<file path="config.mk">
export PLATFORM = sky130hd
export DESIGN_NAME = vmam_decode
export DESIGN_NICKNAME = d
export VERILOG_FILES = /design/src/vmam_pkg.sv /design/src/vmam_decode.sv
export SDC_FILE = /design/constraint.sdc
export NUM_CORES = 1
export LEC_CHECK = 0
export ABC_AREA = 0
export BUFFER_PORTS_ARGS = -buffer_cell sky130_fd_sc_hd__buf_2
export CAP_MARGIN = 20
export CORE_AREA = 2 2 39 41
export DETAILED_ROUTE_END_ITERATION = 7
export DIE_AREA = 0 0 41 43
export PLACE_DENSITY = 0.53
export SLEW_MARGIN = 20
export SYNTH_ARGS = -nofsm -noshare
export SYNTH_HDL_FRONTEND = slang
export SYNTH_SLANG_ARGS = --single-unit
</file>
<file path="constraint.sdc">
create_clock -name vclk -period 1
set_input_delay 0.1 -clock vclk [all_inputs]
set_output_delay 0.1 -clock vclk [all_outputs]
set_load 0.005 [all_outputs]
</file>
<file path="src/vmam_pkg.sv">
// Shared types and constants for the video memory address map.
// Depends on nothing; the interfaces, core, decoder and bench refer to it by scoped names.
package vmam_pkg;

    localparam int TABLE_BYTES     = 1024;
    localparam int PALETTE_ENTRIES = 32;

    localparam int NT_DEPTH = 2 * TABLE_BYTES;
    localparam int TBL_AW   = $clog2(TABLE_BYTES);
    localparam int NT_AW    = $clog2(NT_DEPTH);
    localparam int PAL_AW   = $clog2(PALETTE_ENTRIES);

    localparam int CMD_W   = 2;
    localparam int ADDR_W  = 16;
    localparam int DATA_W  = 8;
    localparam int TGT_W   = 2;
    localparam int LOC_W   = 13;
    localparam int SPACE_W = 14;

    localparam int CFG_IDX_W  = 1;
    localparam int CFG_DATA_W = 1;

    localparam logic [ADDR_W-1:0] STEP_ONE = 16'd1;
    localparam logic [ADDR_W-1:0] STEP_ROW = 16'd32;

    // first palette row in the folded space: 0x3F00 >> 8
    localparam logic [5:0] PALETTE_PAGE = 6'h3F;

    typedef enum logic [CMD_W-1:0] {
        CMD_READ  = 2'd0,
        CMD_WRITE = 2'd1,
        CMD_LOAD  = 2'd2
    } cmd_t;

    typedef enum logic [TGT_W-1:0] {
        TGT_PATTERN   = 2'd0,
        TGT_NAMETABLE = 2'd1,
        TGT_PALETTE   = 2'd2
    } target_t;

    typedef enum logic [CFG_IDX_W-1:0] {
        REG_MIRROR_HORIZONTAL = 1'd0,
        REG_STEP_BY_ROW       = 1'd1
    } reg_idx_t;

    typedef struct packed {
        target_t          target;
        logic [LOC_W-1:0] location;
    } decode_t;

endpackage

</file>
<file path="src/vmam_decode.sv">
// Address decoder: folded 14-bit address to target and location.
// Depends on vmam_pkg for the decode_t result.
module vmam_decode (
    input  logic [vmam_pkg::SPACE_W-1:0] address,
    input  logic                         mirror_horizontal,
    output vmam_pkg::decode_t            dec
);

    logic                           phys;
    logic [vmam_pkg::PAL_AW-1:0]    pal_idx;

    always_comb
    begin
        // tables sit in bits 11:10 of the offset from 0x2000
        phys = mirror_horizontal ? address[11] : address[10];

        // upper-row backdrop entries alias the row below
        pal_idx = address[vmam_pkg::PAL_AW-1:0];
        if (pal_idx[4] && (pal_idx[1:0] == 2'b00))
        begin
            pal_idx[4] = 1'b0;
        end

        if (!address[13])
        begin
            dec.target   = vmam_pkg::TGT_PATTERN;
            dec.location = address[vmam_pkg::LOC_W-1:0];
        end
        else if (address[13:8] != vmam_pkg::PALETTE_PAGE)
        begin
            dec.target   = vmam_pkg::TGT_NAMETABLE;
            dec.location = {{(vmam_pkg::LOC_W-vmam_pkg::NT_AW){1'b0}},
                            phys, address[vmam_pkg::TBL_AW-1:0]};
        end
        else
        begin
            dec.target   = vmam_pkg::TGT_PALETTE;
            dec.location = {{(vmam_pkg::LOC_W-vmam_pkg::PAL_AW){1'b0}}, pal_idx};
        end
    end

endmodule

</file>
-- Word-level counts from Yosys, hierarchy flattened
Cells that the tools add are included.
- mux-type cells: 4
- equal/unequal tests: 1
- reduce and logical (&&, ||, !) cells: 2
- operators by type and width (cell ; count):
    $mux 15 ; 2
    $ne 6x6->1 const B ; 1
    $logic_not 2->1 ; 1
    $mux 1 ; 2
    $logic_and 1x1->1 ; 1
- logic and storage cells: 7
- flip-flop bits (word level): 0
- bits of input ports: 15
- output and inout port bits: 15

-- Depth between registers and ports, before layout
- word-level depth: 5
- mapped depth: 3
- mapped depth without buffers: 2

-- Worst setup path after synthesis
OpenSTA, ideal clock, no wires.
- path type: input -> output
- from: input address[11] (netlist bit)
- to: output dec[13] (netlist bit)
- path slack: 0.304 ns
- required time: 0.900 ns
- arrival: 0.596 ns
- buffers on the path: 1
- stages on the path: 3
- cell sequence: and4_1 -> buf_6 -> a21boi_0
- RTL lines (item ; RTL line ; text):
    start: declaration ; vmam_decode.sv:4 ; input logic [vmam_pkg::SPACE_W-1:0] address,
    end: declaration ; vmam_decode.sv:6 ; output vmam_pkg::decode_t dec

==> impl_metrics.py <==
metrics = {
    "finish": {
        "layout.area.seq_um2": 0,
        "utilization": 0.194,
        "n_sequential_cell": 0,
        "antenna_cells": 0,
        "layout.nets": 60,
        "area_delta_synth_final_pct": 69.3,
        "fillers": 158,
        "drive_gt1_frac": 0.651,
        "clkbuf_count": 0,
    },
    "power_and_ir_drop": {
        "power_w": 0.0000894,
        "p_per_area_mw_per_mm2": 332,
        "ir_drop_uv": 100,
        "leakage_nw": 0.160,
    },
    "setup_path": {
        "critPathLaunchType": "input port",
        "crit_fanout": 9,
        "crit_chain": "buf_2 -> and4_2 -> a22oi_1 -> buf_2",
        "path_delay_family": "simple AND/OR/NAND/NOR gates",
        "critical-path-max-stage-delay_ns": 0.28,
        "cp_common_cell": "buf_2",
        "crit_required_ns": 0.90,
        "cp_slowest_cell": "and4_2",
        "crit_arrival_ns": 0.81,
        "criticalPathCategory": "in2out",
        "crit_path_end_kind": "output port",
        "worst-path-buf-inv": 2,
    },
    "logic_synthesis": {
        "synth_compound_area_frac": 0.433,
        "synth_xor_area_frac": 0,
        "synth_fp_nets": 37,
        "yosysSeqAreaShare": 0,
        "yosys.area_share.simple": 0.283,
        "syn_inst": 22,
        "yosysWarnings": 0,
        "avgSynthCellArea_um2": 7.22,
        "synthMuxAreaShare": 0,
        "syn-cell-area_um2": 159,
        "synth_top_family_by_area": "compound AO/OA/AOI/OAI gates",
        "ys_types": 14,
        "synth_fa_ha_area_frac": 0,
    },
    "die": {
        "dieArea_mm2": 0.00176,
        "die_height_um": 43,
        "initial_core_util": 0.115,
        "die_w_um": 41,
        "coreArea_mm2": 0.00138,
        "ioPinCount": 30,
        "row_count": 14,
    },
    "timing": {
        "max_freq_ghz": 1.10,
        "finalHoldViolCount": 0,
        "rsz0062_at_grt": "false",
        "timing.hold.ws_ns": 0.200,
        "worst_slack_ns": 0.0934,
        "setup_viol": 0,
        "fin_tns_setup_ns": 0,
        "slew_headroom": 0.806,
        "post-route-period-util": 0.907,
        "finalMaxSlewViolations": 0,
        "tightest_slew_ns": 0.291,
        "fin_crit_ns": 0.907,
    },
    "status": {
        "status": "complete, no violations",
    },
    "route": {
        "remaining_drc_errors": 0,
        "drt-pass1-iter-count": 1,
        "drt_iter0_markers": 0,
        "viasPerCell": 4.03,
        "via_count": 238,
        "post_drt_wl_per_cell_um": 8.14,
        "wirelength_um": 480,
        "final_antenna_net_count": 0,
    },
    "global_route": {
        "grt_start_max_net_pins": 10,
        "grt_pass1_vias": 169,
        "grt_usage": 0.0470,
        "grt_pass1_wl_um": 621,
        "antenna_found_initial": 0,
        "grt_overflow": 0,
    },
    "place": {
        "dp_slack_ns": 0.0375,
        "routabilityCongestion": 0.582,
        "portBuffers": 26,
    },
    "clock_network": {
        "postCtsSetupRepairBufs": 0,
        "holdBufCountCts": 0,
        "cts_resized": 0,
    },
    "run": {
        "max_cap_viol_count": 0,
    },
    "worst_hold_path": {
        "hold_depth": 0,
        "hold_path.startpoint": "address[2]",
        "holdPathEnd": "dec[2]",
        "hold_class": "in2out",
    },
}
==> power breakdown <==
group	leakage, nW	internal [W]	switching, W
combinational	0.160	0.0000523	0.0000371
clock	0	0	0
sequential	0	0	0
total	0.160	0.0000523	0.0000371
==> worst max path at each step <==
stage | startpoint | cells past startpoint | end
floorplan | address[11] | 3 | dec[13]
global placement | address[13] | 4 | dec[13]
detailed placement | address[13] | 4 | dec[6]
CTS | address[13] | 4 | dec[6]
global route | address[9] | 4 | dec[10]
finish | address[11] | 4 | dec[10]
==> placed cells by master, fill, tap and decap left out <==
cell type,count
buf_2,26
a21boi_0,4
and2b_1,2
a21boi_1,2
and4_2,1
and2_0,1
nand3_1,1
a21bo_2,1
a22oi_1,1
nor2_1,1
inv_1,1
a31oi_1,1
and2_1,1
==> metrics by stage <==
stage,std cells,area (um2)
final,59,269
after global routing,59,269
after CTS,59,268
after detailed placement,59,268
after global placement,59,268
after floorplan,22,159
==> cell families after synthesis <==
kind of cell	Yosys count
buffers and inverters	6
AO/OA/AOI/OAI	9
AND/OR/NAND/NOR	7
==> final cells by class <==
cell class / instances / area [um2] / share of cell area
Multi-Input combinational cell: 16 / 115 / 0.428
Timing Repair Buffer: 26 / 130 / 0.484
Tap cell: 16 / 20.0 / 0.0744
Inverter: 1 / 3.75 / 0.0140
==> cells in the mapped netlist <==
| library cell | instances | area share |
|---|---|---|
| a21boi_0 | 4 | 0.19 |
| buf_4 | 4 | 0.19 |
| a21boi_1 | 2 | 0.094 |
| and2b_1 | 2 | 0.094 |
| a21bo_2 | 1 | 0.063 |
| a22oi_1 | 1 | 0.047 |
| a31oi_1 | 1 | 0.039 |
| and2_0 | 1 | 0.039 |
| and2_1 | 1 | 0.039 |
| and4_1 | 1 | 0.055 |
| buf_6 | 1 | 0.071 |
| inv_1 | 1 | 0.024 |
| nand3_1 | 1 | 0.031 |
| nor2_1 | 1 | 0.024 |
==> layer usage <==
layer  wire length (um)  global-route usage  vias to the layer above  part of all wire
met3                 69             0.00524                        0              0.14
met1                164              0.0570                      105              0.34
met2                247              0.0844                       16              0.51
li1                   -                   -                      117                 -
met4                  0             0.00667                        0                 0
met5                  0                   0                        -                 0
No activity file was read; power rests on OpenSTA's default activity.
