==> src/vmam_ram.sv <==
// Generic single-port RAM with registered read data.
// Standalone; used for the nametable and palette stores.
module vmam_ram #(
    parameter int WIDTH = 8,
    parameter int DEPTH = 32
) (
    input  logic                     clk,
    input  logic                     we,
    input  logic                     re,
    input  logic [$clog2(DEPTH)-1:0] addr,
    input  logic [WIDTH-1:0]         wdata,
    output logic [WIDTH-1:0]         rdata
);

    logic [WIDTH-1:0] mem [DEPTH];
    logic [WIDTH-1:0] rdata_reg;

    always_ff @(posedge clk)
    begin
        if (we)
        begin
            mem[addr] <= wdata;
        end
        if (re)
        begin
            rdata_reg <= mem[addr];
        end
    end

    assign rdata = rdata_reg;

endmodule

==> config.mk <==
export PLATFORM = sky130hd
export DESIGN_NAME = vmam_ram
export DESIGN_NICKNAME = d
export VERILOG_FILES = /design/src/vmam_ram.sv
export SDC_FILE = /design/constraint.sdc
export NUM_CORES = 1
export LEC_CHECK = 0
export ABC_AREA = 1
export BUFFER_PORTS_ARGS = -buffer_cell sky130_fd_sc_hd__buf_2
export CORE_MARGIN = 3
export CORE_UTILIZATION = 58
export CTS_BUF_LIST = sky130_fd_sc_hd__clkbuf_2 sky130_fd_sc_hd__clkbuf_4 sky130_fd_sc_hd__clkbuf_8
export CTS_CLUSTER_DIAMETER = 40
export DETAILED_ROUTE_END_ITERATION = 10
export PLACE_DENSITY = 0.85
export REMOVE_ABC_BUFFERS = 1
export SYNTH_ARGS = -nofsm -noshare
export SYNTH_HDL_FRONTEND = slang
export SYNTH_SLANG_ARGS = --single-unit
==> constraint.sdc <==
create_clock -name clk -period 1.6 [get_ports clk]
set_input_delay 0.08 -clock clk [delete_from_list [all_inputs] [get_ports clk]]
set_output_delay 0.08 -clock clk [all_outputs]
set_load 0.01 [all_outputs]
==> After elaboration in Yosys (flattened, before gate mapping) <==
Memory sizes are Yosys's and may differ from the RTL's. A register that Yosys moved wholly into a read port is not among the register bits.
Cells that the tools add are included.
Widths: inputs -> output; s select.
{ "totals": {"reg_bits": 0, "ram_bits": 256, "in_bits": 16, "output_inout_bits": 8, "word_cells": 3, "mem_count": 1} }
{ "op_classes": {"mux": 2} }
{ "mem_list": {"columns": ["memory", "depth", "word_bits", "rd", "rd_clocked_by_memory_dff", "wr", "line", "source"], "rows": [
  ["mem", 32, 8, 1, 1, 1, "15", "logic [WIDTH-1:0] mem [DEPTH];"]
]} }
{ "ops": {"columns": ["cell", "count"], "rows": [
  ["$mux 1", 2]
]} }

==> Longest topological paths before layout <==
Gate-level depths: netlist of the first run.
{ "depth": {"word_depth": 2, "depth_mapped": 12, "mapped_depth_nobuf": 9} }

==> Least setup slack after synthesis of the first run <==
No wires, ideal clock.
{ "synth_timing": {"path_type": "input to register", "startpoint": "in addr[2]", "endpoint": "mem mem[28][0], enable pin", "setup_ns": 0.370, "arrival_ns": 1.172, "t_required_ns": 1.230, "path_slack_ns": 0.058, "path_stages": 5, "path_buffers": 1, "cell_sequence": "buf_4 inv_2 nor3_2 inv_1 nor2_1"} }
{ "synth_rtl": {"columns": ["item", "line", "source"], "rows": [
  ["start: declaration", "10", "input logic [$clog2(DEPTH)-1:0] addr,"],
  ["end: declaration", "15", null]
]} }
No word-level cell before the write port.

==> Worst setup path in the final report of the first run <==
{ "layout_timing": {"startpoint": "in addr[0]", "endpoint": "mem mem[25][4], enable pin"} }
No word-level cell before the write port.

==> impl_metrics.tcl, run 1 <==
set metrics [dict create \
    run_status "finished clean" \
    cts_root_buf "clkbuf_8" \
    tightest_slew_ns 0.7569 \
    fin_util 0.6858 \
    ys_warn_count 0 \
    crit_type "input pin to flop" \
    hold_viol_final 0 \
    synth_most_common_cell "nand2_1" \
    drt-initial-drc-count 770 \
    grt_first_pass_wirelength_mm 38.36 \
    grt_pass1_vias 7291 \
    synth_commonest_cells "nand2_1 (680), edfxtp_1 (264), nor2_1 (48)" \
    synth_largest_area_cell "edfxtp_1" \
    areaGrowthSynthToFinish_pct 13.59 \
    routed_wl_mm 24.48 \
    period_needed_ns 1.299 \
    layout_worst_path_cycle_share 0.8116 \
    core_um2 18330 \
    via_per_inst 5.442 \
    rsz0062_at_grt "false" \
    worstSkewPairLatency_ns 0.55 \
    drive_gt1_frac 0.1374 \
    grt_max_degree 71 \
    maxCapViolCount 0 \
    crit_arrival_ns 1.56 \
    num_antenna_cells 0 \
    initial_core_util 0.6038 \
    setup-violations-final 0 \
    powerDensity_nw_per_um2 1117 \
    postCtsSetupBuffers 0 \
    gr-total-overflow 0 \
    cts_buffer_depth 3 \
    die_w_um 144.1 \
    dr.pass1.iters 6 \
    p_leak_nw 5.337 \
    layout_setup_ws_ns 0.3014 \
    slew_viol_final 0 \
    multiInputGateArea_um2 2833 \
    hold_class "input pin to flop" \
    yosys.area.top_type_share 0.7163 \
    ios 24 \
    cts_tree "yes" \
    synthTopCellsByArea "edfxtp_1 (72%), nand2_1 (23%), nor2_1 (1.6%)" \
    die_area_um2 20780 \
    cts_buffers 40 \
    die_y_um 144.1 \
    endpoint_kind "flop" \
    portBuffers 23 \
    fillers 1265 \
    via_count 7624 \
    fin_skew_ns 0.01522 \
    crit_required_ns 1.86 \
    slew_headroom 0.4954 \
    hpwl_mm 15.31 \
    fin_nets 1161 \
    htree_levels 2 \
    yosys.cell_types.count 11 \
    synth.avg_cell_area_um2 10.41 \
    gp_congestion 0.8904 \
    ant_nets 0 \
    netlist_area_um2 11070 \
    row_count 49 \
    synthCells 1063 \
    critPathLaunchType "input pin" \
    wl_per_cell_um 17.47 \
    grtUsageTotal 0.2447 \
    yosysSeqAreaShare 0.7163 \
    synth-edff-count 264 \
    vdd_drop_max_v 0.0007286 \
    drc 0 \
    largest_reg_flops 256 \
    max_freq_ghz 0.7700 \
    cts.clk_slew.worst_paths_ns 0.06 \
    total_power_mw 14.05 \
    path_max_fanout 70 \
    clkSinkCount 264 \
    ys.flop_type "edfxtp_1" \
    pre_cts_ws_ns -0.2353 \
    register_area_um2 7928 \
    async_flop_share 0 \
    ys_ff_latch 264 \
    grt_antenna_before_repair 0 \
]
## placed cells by master, fill, tap and decap left out, drive strengths merged
| master | count |
|---|---|
| nand2 | 680 |
| clkinvlp | 2 |
| buf | 83 |
| nor3 | 8 |
| dlygate4sd3 | 3 |
| inv | 12 |
| nor2 | 48 |
| nand3 | 4 |
| clkinv | 14 |
| clkbuf | 52 |
| edfxtp | 264 |
| bufinv | 2 |
## per-layer routing
| metal | wire length (um) | global-route usage | up-vias | part of all wire |
|---|---|---|---|---|
| li1 | - | - | 3600 | - |
| met1 | 9656 | 0.3313 | 3563 | 0.39 |
| met2 | 11990 | 0.4035 | 410 | 0.49 |
| met3 | 2270 | 0.04729 | 51 | 0.093 |
| met4 | 561 | 0.08444 | 0 | 0.023 |
| met5 | 0 | 0 | - | 0 |
## final timing paths
| path | start | end | slack [ns] | depth (start not counted) |
|---|---|---|---|---|
| max | addr[0] | mem[25][4] | 0.30 | 5 |
| min | wdata[2] | mem[16][2] | 0.02 | 1 |
| max reg2reg | mem[26][4] | rdata[4] | 0.33 | 8 |
| min reg2reg | mem[18][7] | rdata[7] | 0.79 | 8 |
## per-stage QoR
step | setup TNS [ns] | instances | cell area [um2] | hold slack, ns
3_5_place_dp | -20.96 | 1329 | 11770 | 0.4460
4_1_cts | 0 | 1401 | 12570 | 0.01461
6_report | 0 | 1401 | 12570 | 0.02486
2_1_floorplan | -112.35 | 1017 | 10810 | 0.1789
3_3_place_gp | -18.24 | 1329 | 11770 | 0.4411
5_1_grt | 0 | 1401 | 12570 | 0.01141
## timing repair
action / 4_1_cts / 5_1_grt
resized for setup: 0 / 0
hold endpoints to repair: 37 / 0
hold buffers: 3 / 0
## area by class of cell
type / count / area share
Clock inverter: 17 / 0.01035
Timing Repair Buffer: 86 / 0.05553
Multi-Input combinational cell: 740 / 0.2253
Tap cell: 229 / 0.02279
Inverter: 13 / 0.003981
Sequential cell: 264 / 0.6306
Clock buffer: 52 / 0.05145
## worst max-delay path, cell delays in order
cell and delay, ns:
buf_4 0.15, buf_12 0.27, nand3_1 0.57, nor2_1 0.27, buf_4 0.20
## where the power goes
part           switching (mW)  internal (mW)
Clock                    2.43           2.96
Combinational           0.641          0.259
Sequential             0.0363           7.72
## cells by family after synthesis
logic type | after synthesis | synth area share
buffers and inverters | 59 | 0.02781
flip-flops | 264 | 0.7163
AND/OR/NAND/NOR | 740 | 0.2559
(Power assumes the default switching activity.)
==> inputs of run 2 (changes only) <==
ABC_AREA = 0   (was 1)
CORE_UTILIZATION = 64   (was 58)
PLACE_DENSITY = 0.88   (was 0.85)
clock period = 1.3 ns   (was 1.6 ns; I/O delays follow)
==> run 2 against run 1 <==
- sequential power grew 23%
- non-clock buffer count grew 41
- combinational power grew 26%
- the run now ends with setup timing left
- flip-flop and latch count is the same
- critical path type is now flop to flop
- worst hold slack gained 0.056 ns
- count of clock-buffer cells in the layout grew 2
- final cell count shrank 33%
- total power grew 23%
- highest routed layer unchanged
- die area shrank 15%
- worst setup slack lost 0.57 ns
- design area shrank 0.45%
- largest cell class unchanged
- global-route usage grew 4.8 points
==> impl_metrics.tcl, run 2 <==
set metrics [dict create \
    ios 24 \
    rr_endpoint "rdata[0]" \
    vdd_drop_max_v 0.001222 \
    finalInstanceArea_um2 12520 \
    portBuffers 23 \
    clkPwrFrac 0.380 \
    postCtsSetupBuffers 0 \
    routed_wl_mm 25.86 \
    min_path_cells 2 \
    final_cells 945 \
    p_leak_nw 4.426 \
    yosys.area.top_type_share 0.7707 \
    clkSinkCount 264 \
    synth_commonest_cells "edfxtp_1 (264), mux2i_1 (128), o22ai_1 (63)" \
    fin_skew_ns 0.02491 \
    setup-violations-final 8 \
    slowest_delay_ns 0.38 \
    drc 0 \
    intPower_mw 13.53 \
    drive_gt1_frac 0.3274 \
    hold_class "input pin to flop" \
    dr.pass1.iters 5 \
    synth_largest_area_cell "edfxtp_1" \
    crit_type "flop to flop" \
    synthCells 576 \
    hold_viol_final 0 \
    areaGrowthSynthToFinish_pct 21.68 \
    crit_arrival_ns 1.84 \
    maxCapViolCount 0 \
    ys.flop_type "edfxtp_1" \
    async_flop_share 0 \
    drt-initial-drc-count 838 \
    crit_required_ns 1.57 \
    post-place-cells 877 \
    synth-edff-count 264 \
    cp_cell_sequence "mux2i_1 -> o22ai_2 -> nor4_2 -> buf_4 -> nand2_2" \
    final_cell_mix "edfxtp_1 (264), mux2i_1 (100), buf_4 (87)" \
    period_needed_ns 1.572 \
    via_per_inst 6.567 \
    hpwl_mm 15.70 \
    slew_headroom 0.5342 \
    grt_max_degree 33 \
    wl_per_cell_um 27.37 \
    critPathLaunchType "flop" \
    run_status "complete, but fails checks" \
    netlist_area_um2 10290 \
    htree_levels 2 \
    fillers 733 \
    synth.avg_cell_area_um2 17.86 \
    p_switching_mw 3.744 \
    slew_viol_final 0 \
    powerDensity_nw_per_um2 1380 \
    cts_buffers 41 \
    cts_buffer_depth 3 \
    switching_share 0.2168 \
    grt_first_pass_wirelength_mm 38.25 \
    ys_ff_latch 264 \
    core_um2 15480 \
    rrSetupSlack_ns -0.27 \
    path_max_fanout 1 \
    synthTopCellsByArea "edfxtp_1 (77%), mux2i_1 (12%), o22ai_1 (3.8%)" \
    yosysSeqAreaShare 0.7707 \
    largest_reg_flops 256 \
    rsz0062_at_grt "true" \
    final_common_cell "edfxtp_1" \
    endpoint_kind "flop" \
    synth_most_common_cell "edfxtp_1" \
    r2r_start "mem[11][0]" \
    violations "setup timing" \
    ys_warn_count 0 \
    seqPwrFrac 0.554 \
    whs_endpoint "mem[4][2]" \
    multiInputGateArea_um2 2501 \
    grt_antenna_before_repair 0 \
    combPwrFrac 0.065 \
    via_count 6206 \
    tightest_slew_ns 0.6988 \
    die_w_um 132.8 \
    die_y_um 132.8 \
    max_freq_ghz 0.6362 \
    row_count 45 \
    cts.clk_slew.worst_paths_ns 0.07 \
    yosys.cell_types.count 23 \
    ant_nets 0 \
    gp_congestion 0.9465 \
    register_area_um2 7928 \
    worstSkewPairLatency_ns 0.54 \
    gr-total-overflow 0 \
    cts_tree "yes" \
    crit_buf_inv 1 \
    cp_top_family "flip-flops" \
    place_area_um2 11410 \
    reg2reg_depth 5 \
    layout_setup_ws_ns -0.2717 \
    worst-path-stages 5 \
    cp_slowest_cell "edfxtp_1" \
    cts_root_buf "clkbuf_8" \
    hold_start "wdata[2]" \
    fin_nets 727 \
    grt_pass1_vias 6346 \
    die_area_um2 17630 \
    layout_worst_path_cycle_share 1.209 \
    initial_core_util 0.6643 \
    grtUsageTotal 0.2931 \
]
-- run 2: cell count changes after synthesis, moves of 5 or more --
cell,previous run,this run
nor3_2,8,0
nor2_1,48,29
nand2_1,680,10
o22ai_1,0,63
buf_4,13,0
mux2i_1,0,128
nor4_1,0,16
inv_2,9,0
nand4bb_1,0,5
-- run 2: worst max-delay path by stage --
stage	end	slack [ns]	startpoint
floorplan	mem[24][0]	-0.31	addr[0]
global placement	rdata[0]	-0.50	addr[1]
detailed placement	rdata[0]	-0.64	addr[1]
CTS	rdata[2]	-0.19	mem[11][2]
global route	rdata[0]	-0.32	mem[15][0]
finish	rdata[0]	-0.27	mem[11][0]
-- run 2: what timing repair did --
action	4_1_cts	5_1_grt
setup endpoints to repair	8	9
hold endpoints to repair	62	0
gates resized for setup	45	16
pin swaps	20	10
hold buffers	5	0
-- run 2: metal layers --
layer / global-route usage / up-vias / wire length [um] / share of wire
li1: - / 2600 / - / -
met1: 0.3754 / 3070 / 9144 / 0.35
met2: 0.4960 / 444 / 13000 / 0.50
met3: 0.06084 / 92 / 2577 / 0.10
met4: 0.1195 / 0 / 1146 / 0.044
met5: 0 / - / 0 / 0
-- run 2: power groups by stage --
stage               logic, mW  clock network [mW]  registers (mW)
global placement        0.953                   0            9.73
CTS                      1.06                6.57            9.56
global route             1.17                6.98            9.57
detailed placement      0.990                   0            9.73
finish                   1.13                6.57            9.57
floorplan               0.320                   0            9.72
-- run 2: stage by stage --
step | util | TNS, ns | power, mW | hold WS [ns] | setup WS, ns
3_3_place_gp | 0.7371 | -43.21 | 10.68 | 0.4323 | -0.5008
5_1_grt | 0.8082 | -1.695 | 17.73 | 0.07741 | -0.3240
4_1_cts | 0.8020 | -1.029 | 17.20 | 0.06244 | -0.1886
3_5_place_dp | 0.7371 | -54.32 | 10.72 | 0.4414 | -0.6354
6_report | 0.8083 | -1.254 | 17.27 | 0.08120 | -0.2717
2_1_floorplan | - | -8.946 | 10.04 | 0.1639 | -0.3073
-- run 2: worst reg2reg max path, stage by stage, from the launching register on --
cell and delay, ns:
edfxtp_1 0.38, mux2i_1 0.26, o22ai_2 0.14, nor4_2 0.31, buf_4 0.17, nand2_2 0.05
-- run 2: logic make-up after synthesis --
logic type | synth area share
AO/OA/AOI/OAI | 0.03953
buffers and inverters | 0.01703
flip-flops | 0.7707
multiplexers | 0.1246
AND/OR/NAND/NOR | 0.04817
-- run 2: final cells by class --
cell class,instances,share of cell area
clock inverters,11,0.006498
well taps,211,0.02109
repair buffers,127,0.08507
diodes,1,0.0001999
multi-input cells,277,0.1998
clock buffers,54,0.05388
flip-flops and latches,264,0.6334
